File: src/design/rdsc_pkg.sv
// Package for the radix digit string converter: widths, codes, the job record
// passed from the front part to the back part, and the alphabet lookup.
// No dependencies.
`timescale 1ns / 1ps
`default_nettype none

package rdsc_pkg;

    localparam int VALUE_WIDTH = 64;
    localparam int MAX_RADIX   = 16;
    localparam int MAX_DIGITS  = 64;

    localparam int IN_W       = 64;
    localparam int RADIX_W    = 5;
    localparam int ALPHA_W    = 64;
    localparam int CHAR_W     = 8;
    localparam int DIGIT_W    = (MAX_RADIX > 2) ? $clog2(MAX_RADIX) : 1;
    localparam int CFG_IDX_W  = 2;
    localparam int CFG_DATA_W = 64;

    // The divider consumes this many dividend bits per cycle.
    localparam int DIV_BITS  = 8;
    localparam int DIV_STEPS = (VALUE_WIDTH + DIV_BITS - 1) / DIV_BITS;
    localparam int QUOT_W    = DIV_STEPS * DIV_BITS;
    localparam int STEP_W    = (DIV_STEPS > 1) ? $clog2(DIV_STEPS) : 1;

    localparam int ADDR_W = $clog2(MAX_DIGITS);
    localparam int CNT_W  = $clog2(MAX_DIGITS + 1);

    localparam int QUEUE_DEPTH = 2;
    localparam int QPTR_W      = $clog2(QUEUE_DEPTH);
    localparam int QCNT_W      = $clog2(QUEUE_DEPTH + 1);

    typedef logic [CFG_IDX_W-1:0] t_cfg_idx;
    localparam t_cfg_idx CFG_RADIX    = t_cfg_idx'(0);
    localparam t_cfg_idx CFG_ALPHA_LO = t_cfg_idx'(1);
    localparam t_cfg_idx CFG_ALPHA_HI = t_cfg_idx'(2);

    localparam logic [RADIX_W-1:0] RADIX_RESET = RADIX_W'(10);

    typedef struct packed {
        logic [VALUE_WIDTH-1:0] value;
        logic [RADIX_W-1:0]     radix;
        logic                   err;
    } t_job;

    typedef enum logic [1:0] {
        BK_IDLE,
        BK_DIV,
        BK_READ,
        BK_EMIT
    } t_back_state;

    // Character for one digit; digits 0 to 7 come from the low word.
    function automatic logic [CHAR_W-1:0] alpha_char(
        input logic [ALPHA_W-1:0] lo,
        input logic [ALPHA_W-1:0] hi,
        input logic [DIGIT_W-1:0] d
    );
        logic [2*ALPHA_W-1:0] tab;
        tab = {hi, lo};
        return tab[d*CHAR_W +: CHAR_W];
    endfunction

endpackage

`default_nettype wire

File: src/design/rdsc_in_if.sv
// Input channel of the converter: valid/ready handshake and the value.
// Depends on rdsc_pkg.
`timescale 1ns / 1ps
`default_nettype none

interface rdsc_in_if;
    import rdsc_pkg::*;

    logic            valid;
    logic            ready;
    logic [IN_W-1:0] value;

    modport source (output valid, output value, input ready);
    modport sink   (input valid, input value, output ready);
endinterface

`default_nettype wire

File: src/design/rdsc_out_if.sv
// Result channel of the converter: valid/ready handshake and one digit result.
// Depends on rdsc_pkg.
`timescale 1ns / 1ps
`default_nettype none

interface rdsc_out_if;
    import rdsc_pkg::*;

    logic              valid;
    logic              ready;
    logic [CHAR_W-1:0] digit_char;
    logic              last_digit;
    logic              error_flag;

    modport source (output valid, output digit_char, output last_digit, output error_flag,
                    input ready);
    modport sink   (input valid, input digit_char, input last_digit, input error_flag,
                    output ready);
endinterface

`default_nettype wire

File: src/design/radix_digit_string_converter_core.sv
// Flow: an accepted value is registered in the job queue; the back part then
// divides it once per digit (eight dividend bits per cycle) and emits each digit
// through a registered store read and then the output register, which holds while
// the output is not ready. A conversion gives N digits, N from 1 to 64. An error
// result goes from the queue straight into the output register. Throughput: one
// conversion at a time; the two-entry queue takes up to two more.
// Reset clears control state and the registers; the digit store is not cleared.
`timescale 1ns / 1ps
`default_nettype none

module radix_digit_string_converter_core (
    input  wire logic                            i_clk,
    input  wire logic                            i_rst_n,
    input  wire logic                            i_cfg_we,
    input  wire logic [rdsc_pkg::CFG_IDX_W-1:0]  i_cfg_idx,
    input  wire logic [rdsc_pkg::CFG_DATA_W-1:0] i_cfg_data,
    rdsc_in_if.sink                              i_in,
    rdsc_out_if.source                           o_out
);
    import rdsc_pkg::*;

    logic [RADIX_W-1:0] r_radix;
    logic [ALPHA_W-1:0] r_alpha_lo;
    logic [ALPHA_W-1:0] r_alpha_hi;

    logic push_valid;
    t_job push_job;
    logic push_ready;
    logic pop_valid;
    t_job pop_job;
    logic pop_ready;

    always_ff @(posedge i_clk) begin
        if (!i_rst_n) begin
            r_radix    <= RADIX_RESET;
            r_alpha_lo <= '0;
            r_alpha_hi <= '0;
        end else if (i_cfg_we) begin
            unique case (i_cfg_idx)
                CFG_RADIX:    r_radix    <= i_cfg_data[RADIX_W-1:0];
                CFG_ALPHA_LO: r_alpha_lo <= i_cfg_data[ALPHA_W-1:0];
                CFG_ALPHA_HI: r_alpha_hi <= i_cfg_data[ALPHA_W-1:0];
                default: begin
                    r_radix <= r_radix;
                end
            endcase
        end
    end

    rdsc_front u_front (
        .i_in         (i_in),
        .i_radix      (r_radix),
        .i_alpha_lo   (r_alpha_lo),
        .i_alpha_hi   (r_alpha_hi),
        .o_push_valid (push_valid),
        .o_push_job   (push_job),
        .i_push_ready (push_ready)
    );

    rdsc_queue u_queue (
        .i_clk        (i_clk),
        .i_rst_n      (i_rst_n),
        .i_push_valid (push_valid),
        .i_push_job   (push_job),
        .o_push_ready (push_ready),
        .o_pop_valid  (pop_valid),
        .o_pop_job    (pop_job),
        .i_pop_ready  (pop_ready)
    );

    rdsc_back u_back (
        .i_clk       (i_clk),
        .i_rst_n     (i_rst_n),
        .i_pop_valid (pop_valid),
        .i_pop_job   (pop_job),
        .o_pop_ready (pop_ready),
        .i_alpha_lo  (r_alpha_lo),
        .i_alpha_hi  (r_alpha_hi),
        .o_out       (o_out)
    );

endmodule

`default_nettype wire

File: src/design/rdsc_front.sv
// Front part: accepts values and classifies them against the current radix and
// alphabet, producing jobs for the queue. Depends on rdsc_pkg and rdsc_in_if.
`timescale 1ns / 1ps
`default_nettype none

module rdsc_front (
    rdsc_in_if.sink                    i_in,
    input  wire logic [rdsc_pkg::RADIX_W-1:0] i_radix,
    input  wire logic [rdsc_pkg::ALPHA_W-1:0] i_alpha_lo,
    input  wire logic [rdsc_pkg::ALPHA_W-1:0] i_alpha_hi,
    output      logic                  o_push_valid,
    output      rdsc_pkg::t_job        o_push_job,
    input  wire logic                  i_push_ready
);
    import rdsc_pkg::*;

    logic bad;

    // A radix out of range, or a NUL character among the digits in use, makes
    // the whole transaction a single error result.
    always_comb begin
        bad = (i_radix < RADIX_W'(2)) || (i_radix > RADIX_W'(MAX_RADIX));
        for (int d = 0; d < MAX_RADIX; d++) begin
            if ((RADIX_W'(d) < i_radix) &&
                (alpha_char(i_alpha_lo, i_alpha_hi, DIGIT_W'(d)) == '0)) begin
                bad = 1'b1;
            end
        end
    end

    assign o_push_valid     = i_in.valid;
    assign o_push_job.value = i_in.value[VALUE_WIDTH-1:0];
    assign o_push_job.radix = i_radix;
    assign o_push_job.err   = bad;
    assign i_in.ready       = i_push_ready;

endmodule

`default_nettype wire

File: src/design/rdsc_queue.sv
// Short job queue between the front and back parts of the converter.
// Depends on rdsc_pkg.
`timescale 1ns / 1ps
`default_nettype none

module rdsc_queue (
    input  wire logic           i_clk,
    input  wire logic           i_rst_n,
    input  wire logic           i_push_valid,
    input  wire rdsc_pkg::t_job i_push_job,
    output      logic           o_push_ready,
    output      logic           o_pop_valid,
    output      rdsc_pkg::t_job o_pop_job,
    input  wire logic           i_pop_ready
);
    import rdsc_pkg::*;

    t_job              r_mem [QUEUE_DEPTH];
    logic [QPTR_W-1:0] r_wr;
    logic [QPTR_W-1:0] r_rd;
    logic [QCNT_W-1:0] r_count;
    logic              push;
    logic              pop;

    assign o_push_ready = (r_count != QCNT_W'(QUEUE_DEPTH));
    assign o_pop_valid  = (r_count != '0);
    assign o_pop_job    = r_mem[r_rd];
    assign push         = i_push_valid && o_push_ready;
    assign pop          = o_pop_valid && i_pop_ready;

    always_ff @(posedge i_clk) begin
        if (!i_rst_n) begin
            r_wr    <= '0;
            r_rd    <= '0;
            r_count <= '0;
        end else begin
            if (push) begin
                r_wr <= (r_wr == QPTR_W'(QUEUE_DEPTH - 1)) ? '0 : r_wr + 1'b1;
            end
            if (pop) begin
                r_rd <= (r_rd == QPTR_W'(QUEUE_DEPTH - 1)) ? '0 : r_rd + 1'b1;
            end
            if (push && !pop) begin
                r_count <= r_count + 1'b1;
            end else if (pop && !push) begin
                r_count <= r_count - 1'b1;
            end
        end
    end

    always_ff @(posedge i_clk) begin
        if (push) begin
            r_mem[r_wr] <= i_push_job;
        end
    end

endmodule

`default_nettype wire

File: src/design/rdsc_back.sv
// Back part: divides each job by its radix one byte of quotient per cycle,
// stores the remainders, then emits them in reverse through the alphabet.
// Depends on rdsc_pkg and rdsc_out_if.
`timescale 1ns / 1ps
`default_nettype none

module rdsc_back (
    input  wire logic                         i_clk,
    input  wire logic                         i_rst_n,
    input  wire logic                         i_pop_valid,
    input  wire rdsc_pkg::t_job               i_pop_job,
    output      logic                         o_pop_ready,
    input  wire logic [rdsc_pkg::ALPHA_W-1:0] i_alpha_lo,
    input  wire logic [rdsc_pkg::ALPHA_W-1:0] i_alpha_hi,
    rdsc_out_if.source                        o_out
);
    import rdsc_pkg::*;

    t_back_state        r_state;
    t_back_state        n_state;

    logic [QUOT_W-1:0]  r_quot;
    logic [RADIX_W-1:0] r_rem;
    logic [RADIX_W-1:0] r_radix;
    logic               r_nz;
    logic [STEP_W-1:0]  r_step;
    logic [CNT_W-1:0]   r_cnt;
    logic [ADDR_W-1:0]  r_idx;

    logic [DIGIT_W-1:0] r_store [MAX_DIGITS];
    logic [DIGIT_W-1:0] r_rd_data;

    logic               r_out_valid;
    logic [CHAR_W-1:0]  r_char;
    logic               r_last;
    logic               r_err;

    logic [RADIX_W-1:0]  step_rem;
    logic [RADIX_W-1:0]  trial;
    logic [DIV_BITS-1:0] step_q;
    logic                last_step;
    logic                more;
    logic                out_free;
    logic                start;
    logic                out_load;
    logic                out_error;

    // Eight restoring division steps on the top byte of the working quotient.
    always_comb begin
        step_rem = r_rem;
        step_q   = '0;
        trial    = '0;
        for (int i = 0; i < DIV_BITS; i++) begin
            trial = {step_rem[RADIX_W-2:0], r_quot[QUOT_W-1-i]};
            if (trial >= r_radix) begin
                step_rem = trial - r_radix;
                step_q[DIV_BITS-1-i] = 1'b1;
            end else begin
                step_rem = trial;
            end
        end
    end

    assign last_step = (r_step == STEP_W'(DIV_STEPS - 1));
    assign more      = (r_nz || (step_q != '0)) && (r_cnt != CNT_W'(MAX_DIGITS - 1));
    assign out_free  = !r_out_valid || o_out.ready;

    always_comb begin
        n_state = r_state;
        unique case (r_state)
            BK_IDLE: begin
                if (i_pop_valid && !i_pop_job.err) begin
                    n_state = BK_DIV;
                end
            end
            BK_DIV: begin
                if (last_step && !more) begin
                    n_state = BK_READ;
                end
            end
            BK_READ: begin
                n_state = BK_EMIT;
            end
            BK_EMIT: begin
                if (out_free) begin
                    n_state = (r_idx == '0) ? BK_IDLE : BK_READ;
                end
            end
            default: begin
                n_state = BK_IDLE;
            end
        endcase
    end

    always_comb begin
        o_pop_ready = 1'b0;
        start       = 1'b0;
        out_load    = 1'b0;
        out_error   = 1'b0;
        unique case (r_state)
            BK_IDLE: begin
                o_pop_ready = !i_pop_job.err || out_free;
                start       = i_pop_valid && !i_pop_job.err;
                out_error   = i_pop_valid && i_pop_job.err && out_free;
                out_load    = out_error;
            end
            BK_EMIT: begin
                out_load = out_free;
            end
            default: begin
                o_pop_ready = 1'b0;
            end
        endcase
    end

    always_ff @(posedge i_clk) begin
        if (!i_rst_n) begin
            r_state     <= BK_IDLE;
            r_out_valid <= 1'b0;
        end else begin
            r_state <= n_state;
            if (out_load) begin
                r_out_valid <= 1'b1;
            end else if (o_out.ready) begin
                r_out_valid <= 1'b0;
            end
        end
    end

    always_ff @(posedge i_clk) begin
        if (start) begin
            r_quot  <= QUOT_W'(i_pop_job.value);
            r_radix <= i_pop_job.radix;
            r_rem   <= '0;
            r_nz    <= 1'b0;
            r_step  <= '0;
            r_cnt   <= '0;
        end else if (r_state == BK_DIV) begin
            r_quot <= (r_quot << DIV_BITS) | QUOT_W'(step_q);
            if (last_step) begin
                r_rem  <= '0;
                r_nz   <= 1'b0;
                r_step <= '0;
                if (more) begin
                    r_cnt <= r_cnt + 1'b1;
                end else begin
                    r_idx <= r_cnt[ADDR_W-1:0];
                end
            end else begin
                r_rem  <= step_rem;
                r_nz   <= r_nz || (step_q != '0);
                r_step <= r_step + 1'b1;
            end
        end else if (r_state == BK_EMIT && out_free && r_idx != '0) begin
            r_idx <= r_idx - 1'b1;
        end
    end

    // Remainder store with a registered read port.
    always_ff @(posedge i_clk) begin
        if (r_state == BK_DIV && last_step) begin
            r_store[r_cnt[ADDR_W-1:0]] <= step_rem[DIGIT_W-1:0];
        end
        r_rd_data <= r_store[r_idx];
    end

    always_ff @(posedge i_clk) begin
        if (out_load) begin
            if (out_error) begin
                r_char <= '0;
                r_last <= 1'b1;
                r_err  <= 1'b1;
            end else begin
                r_char <= alpha_char(i_alpha_lo, i_alpha_hi, r_rd_data);
                r_last <= (r_idx == '0);
                r_err  <= 1'b0;
            end
        end
    end

    assign o_out.valid      = r_out_valid;
    assign o_out.digit_char = r_char;
    assign o_out.last_digit = r_last;
    assign o_out.error_flag = r_err;

endmodule

`default_nettype wire

File: src/flat_wrapper.sv
// flat-port wrapper written by rule: the top's interface ports become plain ports
module radix_digit_string_converter_core_flat import rdsc_pkg::*;
  (i_clk, i_rst_n, i_cfg_we, i_cfg_idx, i_cfg_data, i_in_valid, i_in_value, i_in_ready, o_out_valid, o_out_digit_char, o_out_last_digit, o_out_error_flag, o_out_ready);
  rdsc_in_if i_in_i ();
  rdsc_out_if o_out_i ();
  input  wire logic i_clk;
  input  wire logic i_rst_n;
  input  wire logic i_cfg_we;
  input  wire logic [rdsc_pkg::CFG_IDX_W-1:0] i_cfg_idx;
  input  wire logic [rdsc_pkg::CFG_DATA_W-1:0] i_cfg_data;
  input wire logic [$bits(i_in_i.valid)-1:0] i_in_valid;
  input wire logic [$bits(i_in_i.value)-1:0] i_in_value;
  output wire logic [$bits(i_in_i.ready)-1:0] i_in_ready;
  output wire logic [$bits(o_out_i.valid)-1:0] o_out_valid;
  output wire logic [$bits(o_out_i.digit_char)-1:0] o_out_digit_char;
  output wire logic [$bits(o_out_i.last_digit)-1:0] o_out_last_digit;
  output wire logic [$bits(o_out_i.error_flag)-1:0] o_out_error_flag;
  input wire logic [$bits(o_out_i.ready)-1:0] o_out_ready;
  assign i_in_i.valid = i_in_valid;
  assign i_in_i.value = i_in_value;
  assign i_in_ready = i_in_i.ready;
  assign o_out_valid = o_out_i.valid;
  assign o_out_digit_char = o_out_i.digit_char;
  assign o_out_last_digit = o_out_i.last_digit;
  assign o_out_error_flag = o_out_i.error_flag;
  assign o_out_i.ready = o_out_ready;
  radix_digit_string_converter_core u_core (.i_clk(i_clk), .i_rst_n(i_rst_n), .i_cfg_we(i_cfg_we), .i_cfg_idx(i_cfg_idx), .i_cfg_data(i_cfg_data), .i_in(i_in_i), .o_out(o_out_i));
endmodule
File: config.mk
export PLATFORM = sky130hd
export DESIGN_NAME = radix_digit_string_converter_core_flat
export DESIGN_NICKNAME = d
export VERILOG_FILES = /design/src/design/rdsc_pkg.sv /design/src/design/rdsc_in_if.sv /design/src/design/rdsc_out_if.sv /design/src/design/radix_digit_string_converter_core.sv /design/src/design/rdsc_front.sv /design/src/design/rdsc_queue.sv /design/src/design/rdsc_back.sv /design/src/flat_wrapper.sv
export SDC_FILE = /design/constraint.sdc
export NUM_CORES = 1
export LEC_CHECK = 0
export BUFFER_PORTS_ARGS = -buffer_cell sky130_fd_sc_hd__buf_2
export CORE_UTILIZATION = 55
export CTS_BUF_LIST = sky130_fd_sc_hd__clkbuf_8 sky130_fd_sc_hd__clkbuf_16
export DETAILED_ROUTE_END_ITERATION = 10
export GPL_ROUTABILITY_DRIVEN = 0
export HOLD_SLACK_MARGIN = 0.05
export PLACE_DENSITY = 0.82
export SLEW_MARGIN = 20
export SYNTH_ARGS = -nofsm -noshare
export SYNTH_HDL_FRONTEND = slang
export SYNTH_HIERARCHICAL = 1
export SYNTH_SLANG_ARGS = --single-unit
File: constraint.sdc
create_clock -name i_clk -period 30.5 [get_ports i_clk]
set_clock_uncertainty 0.15 [all_clocks]
set_input_delay 4.575 -clock i_clk [delete_from_list [all_inputs] [get_ports i_clk]]
set_output_delay 4.575 -clock i_clk [all_outputs]
set_load 0.01 [all_outputs]
==> results.ini, run 1 <==
[sta]
fin_crit_sh_pct = 43.7
postLayoutSetupSlackWorst_ns = 17.16
hold_viol_final = 0
period_minus_slack_ns = 13.34
setup_viol = 0
rsz0062_at_grt = no
slew_violations = 0
fin_setup_tns_ns = 0
relSlewSlack_pct = 24.1
fmax_ghz = 0.0750
worstMarginPinSlew_ns = 1.13

[worst_setup_path]
critPathCaptureType = flip-flop
cp_max_fo = 11
cp_slowest_cell = edfxtp_1
worstPathRequired_ns = 30.59
reg2reg_slack_ns = 17.16
max_stage_delay_ns = 0.68
cp-start-kind = flip-flop
critical_path_class = flip-flop to flip-flop
worstPathArrival_ns = 13.43

[global_route]
use_met1_pct = 29.7
gr-usage-all-layers_pct = 23.5
grt_pass1_vias = 17300
use_met3_pct = 5.43
grt_max_degree = 122
antenna_found_initial = 1
overflow = 0
gr-max-usage-layer = met2
met2_usage_pct = 39.6
grt_pass1_wl_um = 96400

[layout]
multi_input_area_um2 = 9780
synthToLayoutAreaGrowth_pct = 9.26
design_area_um2 = 31400
fill_cells = 3699
n_antenna_cell = 0
regArea_um2 = 17700
final_nets = 2292
drive_gt1_share_pct = 22.2

[die]
rows = 83
die_w_um = 230
die_y_um = 230
initial_utilization_pct = 55.9
coreArea_um2 = 51400
die_area_um2 = 53100
io_pins = 147

[synth]
synth_cell_type_count = 74
syn_nets = 2243
synth_area_leaders = edfxtp_1, dfxtp_1, mux4_2, nand2_1, mux2i_1
synth_flop_cell = edfxtp_1
synth_edf_count = 481
yosysWarningCount = 6
synthArstFlopShare_pct = 0
netlist_area_um2 = 28700
seq_area_frac_synth_pct = 61.5
ys_seq_elements = 641
synth_top_area_share_pct = 50.3
yosysTopAreaCell = edfxtp_1
syn_area_per_cell_um2 = 14.0
synthCells = 2051

[clocking]
post_cts_buffers = 0
holdBufCountCts = 0
clkSlewWorstSetupHoldPaths_ns = 0.06
cts_root_buf = clkbuf_16
cts.sinks = 641
cts_resized = 0
numCtsBuffers = 66
clk_latency_ns = 0.60
htreeDepth = 3
cts_tree = done
clock_path_buffers = 3

[hold_path]
holdCritPathClass = flip-flop to flip-flop

[placement]
post_dp_cell_area_um2 = 29300
dpl.hpwl_um = 40100
io_buffers = 146
dp_slack_ns = 17.39

[routing]
via_per_inst = 5.94
vias = 16800
wire_per_inst_um = 21.8
wl_um = 61800
drtPass1Iterations = 5
ant_nets = 0
drc = 0
initialDrtViolationCount = 1611

[run_status]
status = complete, no violations

[job]
cap_violations = 0

==> metrics by stage <==
| step | hold WS (ns) | instances | utilization, % |
|---|---|---|---|
| floorplan | 0.278 | 2051 | - |
| global placement | 0.283 | 2712 | 57.0 |
| detailed placement | 0.292 | 2712 | 57.0 |
| CTS | 0.300 | 2829 | 61.0 |
| global route | 0.310 | 2829 | 61.0 |
| finish | 0.300 | 2829 | 61.0 |
==> layout by cell type, fill, tap and decap left out, types with 4 or more instances in the layout <==
master / count
nand3b_1: 4
mux4_1: 5
o21ai_0: 12
xnor2_1: 19
buf_2: 145
ha_1: 49
nor4_1: 33
nor2b_1: 6
nand3_1: 16
a21oi_1: 27
or3_1: 6
buf_6: 4
mux2_2: 86
mux4_2: 119
nor3_1: 6
o211ai_1: 6
and2_1: 14
edfxtp_1: 481
o21ai_1: 9
xor2_1: 6
bufinv_16: 4
nand4_1: 7
fa_1: 8
nor2_1: 105
a31oi_1: 9
buf_4: 14
mux2i_1: 146
nand2_1: 403
dfxtp_1: 158
a211oi_1: 6
a31o_1: 4
a21o_1: 16
inv_1: 58
nand2b_1: 5
clkinv_1: 16
clkbuf_16: 69
==> critical path: cells and delay by family (launching register included) <==
family	cells	cell delay, ns
AOI/OAI and AO/OA	22	5.38
muxes	6	2.45
adders and majority gates	8	2.47
and+or+nand+nor	6	1.19
DFF	1	0.68
buffers and inverters	4	0.64
==> path summary, 6_finish.rpt <==
check                                 from  cells past startpoint                      to
setup / recovery  u_core/u_back/r_radix[1]                     46  u_core/u_back/r_idx[1]
hold / removal      u_core/u_back/r_cnt[6]                      1  u_core/u_back/r_cnt[6]
setup reg to reg  u_core/u_back/r_radix[1]                     46  u_core/u_back/r_idx[1]
hold reg to reg     u_core/u_back/r_cnt[6]                      1  u_core/u_back/r_cnt[6]
==> state kept, by name (all words and copies together), names as in the netlist, 6 cells and up, named ones only <==
| signal | count |
|---|---|
| u_core/u_back/o_out.digit_char | 8 |
| u_core/u_queue/r_mem | 140 |
| u_core/u_back/r_quot | 64 |
| u_core/u_back/r_cnt | 7 |
| u_core/r_alpha_lo | 64 |
| u_core/r_alpha_hi | 64 |
| u_core/u_back/r_idx | 6 |
| u_core/u_back/r_store | 256 |
==> cell usage after synthesis, drive strengths merged, types with 9 or more instances <==
| cell | n |
|---|---|
| edfxtp | 481 |
| nand2 | 404 |
| dfxtp | 160 |
| mux2i | 146 |
| buf | 124 |
| mux4 | 124 |
| nor2 | 105 |
| mux2 | 87 |
| clkbuf | 58 |
| ha | 49 |
| inv | 42 |
| nor4 | 35 |
| a21oi | 30 |
| o21ai | 21 |
| xnor2 | 19 |
| a21o | 16 |
| nand3 | 16 |
| and2 | 14 |
| a31oi | 9 |
==> per-layer routing <==
metal,up-vias,routed length (µm)
li1,7599,-
met1,8389,24100
met2,671,31200
met3,143,4510
met4,2,1920
met5,-,17
==> kinds of logic after synthesis <==
kind of cell | after synthesis | synth area share (%)
AOI/OAI and AO/OA | 119 | 2.77
xor gates and xnor gates | 25 | 0.763
adders and majority gates | 57 | 2.69
buffers and inverters | 225 | 4.69
DFF | 641 | 61.5
muxes | 357 | 18.3
and+or+nand+nor | 627 | 9.34
==> final cells by class <==
class,count,area share (%)
Timing Repair Buffer,163,2.79
Multi-Input combinational cell,1185,31.2
Clock buffer,70,5.55
Sequential cell,641,56.3
Clock inverter,47,1.00
Inverter,43,0.514
Tap cell,680,2.71
Power of run 1 is left out: the tool's default activity adds up to more than one toggle a clock period on the data nets, which glitch-free logic cannot reach.
==> run 2: changes to the inputs <==
clock period = 12.9 ns   (was 30.5 ns; I/O delays follow)
==> run 2 against run 1 <==
Effect of this change: non-clock buffer count rose by 4; routed wire length rose by 1.5%; cell count rose by 0.11%; count of clock-buffer cells in the layout did not move; flip-flop and latch count did not move; critical endpoint is now u_core/u_back/r_store[39][0].
==> results.ini, run 2 (synthesized netlist as in run 1, its figures left out) <==
[run_status]
status = complete, no violations  ; unchanged

[layout]
final_cell_mix = edfxtp_1, nand2_1, dfxtp_1  ; unchanged
drive_gt1_share_pct = 23.5  ; was 22.2%
multi_input_area_um2 = 9850  ; was 9780 µm²
largest_reg_flops = 256  ; unchanged
layout_commonest_cell = edfxtp_1  ; unchanged
synthToLayoutAreaGrowth_pct = 9.89  ; was 9.26%
fin_cells = 2832  ; was 2829
regArea_um2 = 17700  ; unchanged
final_nets = 2292  ; unchanged
fill_cells = 3700  ; was 3699

[job]
cap_violations = 0  ; unchanged

[sta]
whs_ns = 0.300  ; about the same
postLayoutSetupSlackWorst_ns = 0.780  ; was 17.16 ns
worstMarginPinSlew_ns = 1.13  ; about the same
rsz0062_at_grt = no  ; unchanged
hold_viol_final = 0  ; unchanged
relSlewSlack_pct = 24.5  ; was 24.1%
slew_violations = 0  ; unchanged
period_minus_slack_ns = 12.12  ; was 13.34 ns
fmax_ghz = 0.0825  ; was 0.0750 GHz
fin_crit_sh_pct = 94.0  ; was 43.7%
setup_viol = 0  ; unchanged

[die]
die_w_um = 230  ; unchanged
die_y_um = 230  ; unchanged
rows = 83  ; unchanged
initial_utilization_pct = 55.9  ; unchanged
die_area_um2 = 53100  ; unchanged
io_pins = 147  ; unchanged
coreArea_um2 = 51400  ; unchanged

[global_route]
gr-usage-all-layers_pct = 23.5  ; about the same
antenna_found_initial = 2  ; was 1
grt_max_degree = 107  ; was 122
grt_pass1_vias = 17100  ; was 17300
grt_pass1_wl_um = 96600  ; was 96400 µm
overflow = 0  ; unchanged

[routing]
vias = 16900  ; was 16800
initialDrtViolationCount = 1865  ; was 1611
ant_nets = 0  ; unchanged
drtPass1Iterations = 5  ; unchanged
wl_um = 62700  ; was 61800 µm
wire_per_inst_um = 22.1  ; was 21.8 µm
drc = 0  ; unchanged
via_per_inst = 5.97  ; was 5.94

[clocking]
clock_path_buffers = 3  ; unchanged
clk_latency_ns = 0.65  ; was 0.60 ns
cts_root_buf = clkbuf_16  ; unchanged
holdBufCountCts = 0  ; unchanged
cts.sinks = 641  ; unchanged
clkSlewWorstSetupHoldPaths_ns = 0.06  ; about the same
post_cts_buffers = 0  ; unchanged
numCtsBuffers = 61  ; was 66
htreeDepth = 2  ; was 3
cts_tree = done  ; unchanged

[worst_setup_path]
worstPathArrival_ns = 12.32  ; was 13.43 ns
critPathCaptureType = flip-flop  ; unchanged
cp_max_fo = 20  ; was 11
cp-start-kind = flip-flop  ; unchanged
max_stage_delay_ns = 0.48  ; was 0.68 ns
cp_common_cell = ha_1
critical_path_class = flip-flop to flip-flop  ; unchanged
cp_slowest_cell = a211o_2  ; was edfxtp_1
worstPathRequired_ns = 13.10  ; was 30.59 ns

[placement]
io_buffers = 146  ; unchanged
dpl.hpwl_um = 40500  ; was 40100 µm
dp_slack_ns = -0.113  ; was 17.39 ns
placedCellCount = 2715  ; was 2712

[hold_path]
holdCritPathClass = flip-flop to flip-flop  ; unchanged

==> run 2: critical path: cells and delay by family (launching register included) <==
family                     cells  cell delay (ns)
AOI/OAI and AO/OA             22             4.91
DFF                            1             0.32
and+or+nand+nor                4             0.73
buffers and inverters          5             0.95
adders and majority gates      8             2.65
muxes                          6             2.09
==> run 2: layout make-up <==
class                      instances  share of cell area, %
clock buffer                      70                   5.30
multi-input combinational       1186                   31.2
antenna                            1                0.00793
sequential                       641                   55.9
timing repair buffer             167                   2.92
tap                              680                   2.70
inverter                          43                  0.523
clock inverter                    44                   1.38
==> run 2: what timing repair did <==
action / CTS / global route
cloned: 0 / 1
endpoints found under the setup margin: 121 / 277
pin swaps: 0 / 0
resized for setup: 2 / 15
==> run 2: path summary, 6_finish.rpt <==
kind,startpoint,end,slack [ns],cells past startpoint
max reg2reg,u_core/u_back/r_radix[1],u_core/u_back/r_store[39][0],0.78,45
max,u_core/u_back/r_radix[1],u_core/u_back/r_store[39][0],0.78,45
min,u_core/u_back/r_cnt[6],u_core/u_back/r_cnt[6],0.30,1
min reg2reg,u_core/u_back/r_cnt[6],u_core/u_back/r_cnt[6],0.30,1
==> run 2: per-layer routing <==
metal	part of all wire (%)	GRT usage (%)	up-vias
met1	39	30.2	8495
met4	3.1	7.45	2
met5	0.013	0	-
li1	-	-	7599
met2	51	40.4	670
met3	6.9	4.34	147
==> run 2: per-stage QoR <==
stage / utilization (%) / area, µm² / setup TNS, ns
floorplan: - / 28700 / 0
global placement: 57.0 / 29300 / 0
CTS: 61.2 / 31400 / 0
detailed placement: 57.0 / 29300 / -7.21
global route: 61.4 / 31600 / 0
finish: 61.4 / 31600 / 0
Power of run 2 is left out for the same reason.
==> run 3: changes to the inputs <==
CORE_ASPECT_RATIO = 1.5   (was unset)
REMOVE_ABC_BUFFERS = 1   (was unset)
==> run 3 against run 2 <==
Effect of this change: flip-flop and latch count stayed put; maximum frequency is 1.0% lower; critical endpoint is now u_core/u_back/r_rem[2]; die area hardly changed; cell count is 0.60% lower; global-route usage is 0.39 points higher; routed wire length is 0.34% higher; first-iteration DRC count is 18% lower; sequential share of layout area is 0.36 points higher.
==> results.ini, run 3 (synthesized netlist as in run 1, its figures left out) <==
[clocking]
htreeDepth = 2  ; unchanged
holdBufCountCts = 0  ; unchanged
cts.sinks = 641  ; unchanged
numCtsBuffers = 55  ; was 61
cts_tree = done  ; unchanged
clock_path_buffers = 3  ; unchanged
clk_latency_ns = 0.61  ; was 0.65 ns
clkSlewWorstSetupHoldPaths_ns = 0.07  ; was 0.06 ns
cts_root_buf = clkbuf_16  ; unchanged

[layout]
largest_reg_flops = 256  ; unchanged
drive_gt1_share_pct = 23.4  ; was 23.5%
final_nets = 2285  ; was 2292
design_area_um2 = 31400  ; was 31600 µm²
synthToLayoutAreaGrowth_pct = 9.19  ; was 9.89%
layout_commonest_cell = edfxtp_1  ; unchanged
fin_cells = 2815  ; was 2832
final_cell_mix = edfxtp_1, nand2_1, dfxtp_1  ; unchanged
fill_cells = 3798  ; was 3700

[routing]
vias = 16800  ; was 16900
wire_per_inst_um = 22.4  ; was 22.1 µm
drtPass1Iterations = 5  ; unchanged
drc = 0  ; unchanged
ant_nets = 0  ; unchanged
wl_um = 62900  ; was 62700 µm
initialDrtViolationCount = 1522  ; was 1865
via_per_inst = 5.98  ; was 5.97

[worst_setup_path]
critPathCaptureType = flip-flop  ; unchanged
reg2reg_from = u_core/u_back/r_radix[1]  ; unchanged
cp-start-kind = flip-flop  ; unchanged
crit_start = u_core/u_back/r_radix[1]  ; unchanged
cp_max_fo = 65  ; was 20
cp_common_cell = ha_1  ; unchanged
worstPathArrival_ns = 12.63  ; was 12.32 ns
critical_path_class = flip-flop to flip-flop  ; unchanged
r2r_end = u_core/u_back/r_rem[2]  ; was u_core/u_back/r_store[39][0]
worstPathRequired_ns = 13.29  ; was 13.10 ns
cp_slowest_cell = a211o_1  ; was a211o_2
r2r_cells = 46  ; was 45
max_stage_delay_ns = 0.46  ; was 0.48 ns
reg2reg_slack_ns = 0.66  ; was 0.78 ns

[sta]
fin_crit_sh_pct = 94.9  ; was 94.0%
hold_viol_final = 0  ; unchanged
setup_viol = 0  ; unchanged
relSlewSlack_pct = 25.2  ; was 24.5%
rsz0062_at_grt = no  ; unchanged
slew_violations = 0  ; unchanged
postLayoutSetupSlackWorst_ns = 0.657  ; was 0.780 ns
period_minus_slack_ns = 12.24  ; was 12.12 ns
fmax_ghz = 0.0817  ; was 0.0825 GHz
worstMarginPinSlew_ns = 1.12  ; was 1.13 ns

[die]
coreArea_um2 = 51600  ; was 51400 µm²
die_y_um = 282  ; was 230 µm
initial_utilization_pct = 55.7  ; was 55.9%
rows = 102  ; was 83
die_area_um2 = 53100  ; about the same
die_w_um = 189  ; was 230 µm
io_pins = 147  ; unchanged

[placement]
dpl.hpwl_um = 41600  ; was 40500 µm
dp_slack_ns = -0.500  ; was -0.113 ns
post_dp_cell_area_um2 = 29300  ; about the same
placedCellCount = 2710  ; was 2715
io_buffers = 146  ; unchanged

[global_route]
grt_pass1_wl_um = 97800  ; was 96600 µm
grt_max_degree = 119  ; was 107
antenna_found_initial = 2  ; unchanged
use_met3_pct = 3.63  ; was 4.34%
gr-max-usage-layer = met2  ; unchanged
overflow = 0  ; unchanged
gr-usage-all-layers_pct = 23.9  ; was 23.5%
met2_usage_pct = 43.7  ; was 40.4%
grt_pass1_vias = 17600  ; was 17100
use_met1_pct = 27.2  ; was 30.2%

[hold_path]
hold_depth = 1  ; unchanged
hold_end = u_core/u_back/r_cnt[6]  ; unchanged
holdCritPathClass = flip-flop to flip-flop  ; unchanged
min_from = u_core/u_back/r_cnt[6]  ; unchanged

[run_status]
status = complete, no violations  ; unchanged

[job]
cap_violations = 0  ; unchanged

[run 3: cell types whose count changed in the layout (fill, tap and decap cells not counted), sizes merged]
| cell | delta |
|---|---|
| inv | -7 |
| clkbuf | -2 |
| clkinv | -2 |
| a21oi | -1 |
| bufinv | -1 |
[run 3: routing by layer]
| layer | wire length (µm) | up-vias |
|---|---|---|
| li1 | - | 7577 |
| met1 | 22200 | 8390 |
| met2 | 33800 | 677 |
| met3 | 3720 | 197 |
| met4 | 3130 | 2 |
| met5 | 10 | - |
[run 3: layout make-up]
type                    instances  area (µm²)  area share (%)
repair buffers                167         918            2.93
multi-input cells            1185        9820            31.3
clock inverters                34         379            1.21
inverters                      43         165           0.527
clock buffers                  68        1570            5.00
well taps                     676         846            2.70
flip-flops and latches        641       17700            56.3
diodes                          1        2.50         0.00798
[run 3: worst max-delay path by stage]
stage                                             end  slack [ns]
final                          u_core/u_back/r_rem[2]        0.66
after CTS                      u_core/u_back/r_idx[3]        0.02
after floorplan           u_core/u_back/r_store[0][2]       -0.71
after detailed placement       u_core/u_back/r_idx[3]       -0.50
after global routing           u_core/u_back/r_idx[5]        0.03
after global placement         u_core/u_back/r_idx[5]        0.32
[run 3: through the flow]
step / TNS (ns) / hold WS [ns] / utilization (%)
floorplan: -81.56 / 0.278 / -
global placement: 0 / 0.284 / 56.8
detailed placement: -44.27 / 0.297 / 56.8
CTS: 0 / 0.307 / 60.6
global route: 0 / 0.325 / 60.8
finish: 0 / 0.308 / 60.8
[run 3: critical path: cells and delay by family (launching register included)]
family                     cells  cell delay, ns
AOI/OAI and AO/OA             23            5.29
adders and majority gates      8            2.64
muxes                          6            2.14
buffers and inverters          4            0.91
and+or+nand+nor                5            0.55
DFF                            1            0.43
[run 3: what timing repair did]
item                                    in CTS  in global routing
pin swaps                                    0                  0
endpoints found under the setup margin     207                276
resized for setup                            1                  9
buffers inserted                             1                  0
Power of run 3 is left out for the same reason.
